==> src/hw/rtl/dpfa_pkg.sv <==
// dpfa_pkg: sizes, codes, controller/datapath interface structs and pick functions
// for the demand paging frame allocator; no dependencies
package dpfa_pkg;

  // geometry
  localparam int PAGE_BYTES     = 32;
  localparam int FRAMES         = 32;
  localparam int VIRT_BYTES     = 512;
  localparam int PROCS          = 8;
  localparam int PAGES_PER_PROC = (VIRT_BYTES + PAGE_BYTES - 1) / PAGE_BYTES;
  localparam int PT_DEPTH       = PROCS * PAGES_PER_PROC;
  localparam int PHYS_DEPTH     = FRAMES * PAGE_BYTES;

  // field and index widths
  localparam int FUNC_W   = 2;
  localparam int PROC_W   = 3;
  localparam int SIZE_W   = 10;
  localparam int ADDR_W   = 9;
  localparam int BYTE_W   = 8;
  localparam int STAT_W   = 3;
  localparam int FRAME_W  = $clog2(FRAMES);
  localparam int OFF_W    = $clog2(PAGE_BYTES);
  localparam int PAGE_W   = $clog2(PAGES_PER_PROC);
  localparam int PT_AW    = $clog2(PT_DEPTH);
  localparam int PA_W     = $clog2(PHYS_DEPTH);
  localparam int CNT_W    = PA_W;
  localparam int RES_W    = $clog2(FRAMES + 1);
  localparam int IN_DW    = 32;
  localparam int OUT_DW   = 24;

  // operation codes
  localparam logic [FUNC_W-1:0] FN_CREATE = 2'd0;
  localparam logic [FUNC_W-1:0] FN_EXIT   = 2'd1;
  localparam logic [FUNC_W-1:0] FN_READ   = 2'd2;
  localparam logic [FUNC_W-1:0] FN_WRITE  = 2'd3;

  // status codes
  localparam logic [STAT_W-1:0] ST_OK      = 3'd0;
  localparam logic [STAT_W-1:0] ST_RANGE   = 3'd1;
  localparam logic [STAT_W-1:0] ST_BUDGET  = 3'd2;
  localparam logic [STAT_W-1:0] ST_NOSLOT  = 3'd3;
  localparam logic [STAT_W-1:0] ST_NOTRUN  = 3'd4;
  localparam logic [STAT_W-1:0] ST_NOFRAME = 3'd5;

  // controller to datapath commands
  typedef struct packed {
    logic latch;
    logic eval;
    logic map;
    logic walk;
    logic clear;
    logic load;
  } dp_cmd_t;

  // datapath to controller status
  typedef struct packed {
    logic is_exit;
    logic is_rw;
    logic eval_err;
    logic walk_last;
    logic clear_last;
    logic out_full;
  } dp_sts_t;

  // pages covering a byte count
  function automatic logic [RES_W-1:0] pages_for(logic [SIZE_W-1:0] bytes);
    logic [SIZE_W-1:0] m1;
    m1 = bytes - 1'b1;
    if (bytes == '0) begin
      return '0;
    end
    return RES_W'(m1 >> OFF_W) + 1'b1;
  endfunction

  // index of the lowest set bit, frame vector
  function automatic logic [FRAME_W-1:0] lowest_frame(logic [FRAMES-1:0] v);
    logic [FRAMES-1:0]  iso;
    logic [FRAME_W-1:0] idx;
    iso = v & (~v + 1'b1);
    idx = '0;
    for (int i = 0; i < FRAMES; i++) begin
      if (iso[i]) idx = idx | FRAME_W'(i);
    end
    return idx;
  endfunction

  // index of the lowest set bit, slot vector
  function automatic logic [PROC_W-1:0] lowest_slot(logic [PROCS-1:0] v);
    logic [PROCS-1:0]  iso;
    logic [PROC_W-1:0] idx;
    iso = v & (~v + 1'b1);
    idx = '0;
    for (int i = 0; i < PROCS; i++) begin
      if (iso[i]) idx = idx | PROC_W'(i);
    end
    return idx;
  endfunction

endpackage

==> src/hw/rtl/dpfa_ctrl.sv <==
// dpfa_ctrl: sequencing state machine of the frame allocator
// depends on dpfa_pkg (command and status structs)
module dpfa_ctrl (
  input  logic              clk,
  input  logic              rst_n,
  input  logic              in_tvalid,
  output logic              in_tready,
  input  logic              out_tready,
  input  dpfa_pkg::dp_sts_t sts,
  output dpfa_pkg::dp_cmd_t cmd
);

  typedef enum logic [5:0] {
    S_CLEAR = 6'b000001,
    S_IDLE  = 6'b000010,
    S_EVAL  = 6'b000100,
    S_MAP   = 6'b001000,
    S_WALK  = 6'b010000,
    S_DONE  = 6'b100000
  } state_t;

  state_t state_r;
  state_t state_nxt;

  // commands from the current state
  always_comb begin
    cmd       = '0;
    in_tready = 1'b0;
    case (state_r)
      S_CLEAR: cmd.clear = 1'b1;
      S_IDLE: begin
        in_tready = 1'b1;
        cmd.latch = in_tvalid;
      end
      S_EVAL:  cmd.eval = 1'b1;
      S_MAP:   cmd.map  = 1'b1;
      S_WALK:  cmd.walk = 1'b1;
      S_DONE:  cmd.load = !sts.out_full || out_tready;
      default: cmd = '0;
    endcase
  end

  // next state
  always_comb begin
    state_nxt = state_r;
    case (state_r)
      S_CLEAR: if (sts.clear_last) state_nxt = S_IDLE;
      S_IDLE:  if (in_tvalid) state_nxt = S_EVAL;
      S_EVAL: begin
        if (sts.eval_err || !(sts.is_exit || sts.is_rw)) begin
          state_nxt = S_DONE;
        end else if (sts.is_exit) begin
          state_nxt = S_WALK;
        end else begin
          state_nxt = S_MAP;
        end
      end
      S_MAP:   state_nxt = S_DONE;
      S_WALK:  if (sts.walk_last) state_nxt = S_DONE;
      S_DONE:  if (!sts.out_full || out_tready) state_nxt = S_IDLE;
      default: state_nxt = S_CLEAR;
    endcase
  end

  // state register
  always_ff @(posedge clk) begin
    if (!rst_n) begin
      state_r <= S_CLEAR;
    end else begin
      state_r <= state_nxt;
    end
  end

endmodule

==> config.mk <==
export PLATFORM = sky130hd
export DESIGN_NAME = dpfa_ctrl
export DESIGN_NICKNAME = d
export VERILOG_FILES = /design/src/hw/rtl/dpfa_pkg.sv /design/src/hw/rtl/dpfa_ctrl.sv
export SDC_FILE = /design/constraint.sdc
export NUM_CORES = 1
export LEC_CHECK = 0
export ABC_AREA = 1
export BUFFER_PORTS_ARGS = -buffer_cell sky130_fd_sc_hd__buf_2
export CAP_MARGIN = 40
export CORE_AREA = 2 2 39 41
export DETAILED_ROUTE_END_ITERATION = 8
export DIE_AREA = 0 0 41 43
export SLEW_MARGIN = 20
export SYNTH_ARGS = -nofsm -noshare
export SYNTH_HDL_FRONTEND = slang
export SYNTH_SLANG_ARGS = --single-unit
==> constraint.sdc <==
create_clock -name clk -period 2.7 [get_ports clk]
set_input_delay 0.54 -clock clk [delete_from_list [all_inputs] [get_ports clk]]
set_output_delay 0.54 -clock clk [all_outputs]
set_load 0.02 [all_outputs]
Word-level counts from Yosys, hierarchy flattened:

Cells that the tools add are included.

* flip-flop bits (word level): 6
* latch bits: 0
* output and inout bits: 7
* memories kept: 0
* logic and storage cells: 31
* memory bits (writable): 0
* memory bits (read-only): 0
* input bits: 10

* add/sub/neg operators: 0
* divide/modulo/power cells: 0
* $mul: 0
* multiplexer cells: 14
* bitwise operators: 0
* reduce and logical (&&, ||, !) cells: 6
* shifts and indexed selects: 0
* equal/unequal tests: 10
* $lt $le $gt $ge: 0

Operator list (number)
* $pmux 6 s6: 1
* $mux 6: 5
* $ne 2x2->1 const B: 4
* $mux 1: 7
* $eq 6x1->1 const B: 1
* $eq 6x2->1 const B: 1
* $eq 6x3->1 const B: 1
* $eq 6x4->1 const B: 1
* $eq 6x5->1 const B: 1
* $eq 6x6->1 const B: 1
* $mux 5: 1
* $reduce_and 4->1: 1
* $logic_or 1x1->1: 3
* $logic_not 1->1: 2

Depth between registers and ports, before layout:

* depth in word-level cells: 5
* depth in mapped cells: 8
* depth with buffers taken out: 8

Least setup slack after synthesis:

Ideal clock, no wire load.

* path kind: register -> output
* from: reg state_r[1]
* to: out cmd[5] in the netlist's numbering
* stages on the path, launching flop included: 5
* buffers on the path: 0
* required time: 2.160 ns
* arrival: 0.951 ns
* path slack: 1.209 ns
* cell sequence: dfxtp_1 > inv_1 > nor2_1 > nand3_1 > nor2_1

RTL lines
* start: declaration: line dpfa_ctrl.sv:22 `state_t state_r;`
* start signal: assignment: line dpfa_ctrl.sv:70 `state_r <= state_nxt;`
* end: declaration: line dpfa_ctrl.sv:10 `output dpfa_pkg::dp_cmd_t cmd`

==> summary.txt <==
CTS
  • Clk_lat worst skew: 0.24 ns
  • Clock Tree Buf Depth: 2
  • Hold-fix buffers, CTS: 0
  • Post-CTS sizing: 0
  • Post-CTS Setup Inserts: 0
  • CTS Root Cell: clkbuf_4
  • CTS tree: done
  • Clock Pin Slew Worst Setup and Hold Paths: 0.04 ns
  • H-tree depth: 1
  • CTS Buf Count: 3
  • # clock sinks: 6

Power
  • Clock group share of total power: 0.297
  • P_sw: 0.00009329 W
  • Sw Ratio: 0.3440
  • Internal Power: 0.0001779 W
  • Logic pwr share: 0.311
  • VDD IR max: 0.2363 mV
  • Seq pwr share: 0.392
  • PnR Total Power: 0.0002712 W
  • PD cells: 511.2 nW/µm²
  • P_leak: 0.3139 nW

Setup path
  • Slowest cell on the critical path: dfxtp_1
  • Critical Path Fanout Max: 4
  • Kind of start point of the critical path: flip-flop
  • Worst reg2reg setup slack: 1.56 ns
  • Worst EP arrival: 1.23 ns
  • Critical path's top delay family: simple AND/OR/NAND/NOR gates
  • RR Endpoint: state_r[5]$_SDFFE_PN0P_
  • R2R depth: 7
  • Crit path top cell by count: nor2_1
  • Worst EP required: 2.16 ns
  • CP Buf/Inv Count: 2
  • Worst Setup End Kind: output port
  • Worst Setup Path Type: reg2out
  • CP peak stage delay: 0.38 ns
  • Crit path launch: state_r[1]$_SDFFE_PN0P_
  • R2r startpoint: state_r[4]$_SDFFE_PN0P_
  • CP Cell Sequence: inv_1 > nor2_1 > nand3_1 > nor2_1 > buf_2

Finish
  • Most frequent cells in the layout: 16 x inv_1, 16 x buf_2, 12 x nor2_1
  • Footprint of the multi-input gates: 227.7 µm²
  • Syn-to-layout area delta: 30.06%
  • Fin area: 530.5 µm²
  • Biggest regs: state_r (6)
  • Biggest register: state_r
  • Layout cells sized above 1: 0.2941
  • Filler cells: 151
  • Max reg flops: 6
  • Reg area: 120.1 µm²
  • Nets: 97
  • N_diodes: 0
  • Non-filler instance count after layout: 101

Logic synthesis
  • Post-synthesis register bit count: 6
  • Post-synthesis cell area: 407.9 µm²
  • Net count after synthesis: 76
  • Post-Synthesis Cells: 66
  • Total number of yosys warnings: 0
  • Post-synthesis cell type count: 12
  • Mean area per synthesized cell: 6.180 µm²
  • Seq/Total Area, Yosys: 0.2945

Timing
  • Final Max Tran Viols: 0
  • Final hold vios: 0
  • Total negative slack: 0 ns
  • Min Tclk post-route: 1.767 ns
  • Final setup fails: 0
  • Slew at the pin closest to its max-slew limit: 0.2205 ns
  • Fmax: 565.8 MHz
  • Fin crit share: 0.6546
  • RSZ-0062 raised after global routing: false
  • Post-Route Skew: 0.0009388 ns
  • Rel. slew slack: 0.8515

Die
  • Die ar.: 1763 µm²
  • CORE AREA: 1384 µm²
  • Initial Util: 0.2948
  • Total I/O pin count: 17
  • Die W: 41 µm
  • Row cnt: 14
  • Height of the die: 43 µm

Min path
  • Hold_sp: rst_n
  • Worst hold path type: in2reg
  • Worst hold endpoint: state_r[0]$_SDFFE_PN1P_
  • Hold Path Stages: 2

Status
  • Status: complete, no violations

Placement
  • RePlAce Congestion: 0.7407
  • Placed insts: 98
  • DP HPWL: 691.3 µm
  • DP Area: 508.0 µm²
  • # port buffers: 16

Route
  • DRC viols: 0
  • Starting DRC count in detailed routing: 15
  • Post-route ant nets: 0
  • Initial DRT Pass Iterations: 4
  • Vias: 451
  • Vias per cell: 4.465
  • Wirelength, routed: 840 µm
  • Wire length per cell: 8.317 µm

Global route
  • Initial antenna violation count: 0
  • Grt total ovfl: 0
  • Vias in the first global route: 330
  • First-pass GRT wire length: 1311 µm
  • Largest net degree at the start of global routing: 9
  • Gr usage total: 0.1085

Job
  • Max-cap violations: 0
==> worst register-to-register path: cells and delay by family (launching register included) <==
kind,cells,cell delay [ns]
simple gates,6,0.64
flops,1,0.34
compound gates,1,0.10
==> how the worst max path moves through the flow <==
stage	endpoint	slack, ns	cells past startpoint
final	cmd[5]	0.93	5
after global routing	cmd[5]	0.84	5
after CTS	cmd[5]	0.92	5
after detailed placement	cmd[0]	1.16	4
after global placement	cmd[5]	1.20	5
after floorplan	cmd[5]	1.21	4
==> layout make-up <==
class	instances	area share
multi-input combinational	44	0.4292
tap	16	0.03774
sequential	6	0.2264
inverter	16	0.1132
clock buffer	3	0.04245
timing repair buffer	16	0.1509
==> metal layers <==
metal | wire (µm) | GRT usage
met5 | 0 | 0
met4 | 0 | 0.04000
met3 | 58 | 0.03141
met2 | 387 | 0.1594
met1 | 394 | 0.1452
==> cell usage after synthesis <==
master    n  area, µm²
dfxtp_1   6      120.1
a21oi_1   2      10.01
nand2_1  10      37.54
nand3_1   8      40.04
nand2_2   1      6.260
o21ai_0   1      5.000
nand4_1   4      25.02
nor2_4    4      45.04
a21oi_2   1      8.760
inv_1    16      60.06
nor3_1    1      5.000
nor2_1   12      45.04
==> per-stage QoR <==
| step | hold WS [ns] | util | setup slack, ns |
|---|---|---|---|
| floorplan | 0.5958 | - | 1.209 |
| global placement | 0.6174 | 0.3671 | 1.197 |
| detailed placement | 0.6259 | 0.3671 | 1.164 |
| CTS | 0.4953 | 0.3834 | 0.9245 |
| global route | 0.4961 | 0.3834 | 0.8392 |
| finish | 0.5005 | 0.3834 | 0.9326 |
==> power groups by stage <==
| stage | Clock [W] | Combinational, W | Sequential (W) |
|---|---|---|---|
| after CTS | 0.0000849 | 0.0000853 | 0.000106 |
| after global placement | 0 | 0.0000846 | 0.000108 |
| final | 0.0000806 | 0.0000843 | 0.000106 |
| after floorplan | 0 | 0.0000619 | 0.000107 |
| after global routing | 0.0000888 | 0.0000968 | 0.000108 |
| after detailed placement | 0 | 0.0000848 | 0.000108 |
==> cell families after synthesis <==
kind of cell | Yosys count | synth area share
and+or+nand+nor | 40 | 0.5000
AOI/OAI and AO/OA | 4 | 0.05828
buffers and inverters | 16 | 0.1472
DFF | 6 | 0.2945
Power figures use the tool's default switching activity.
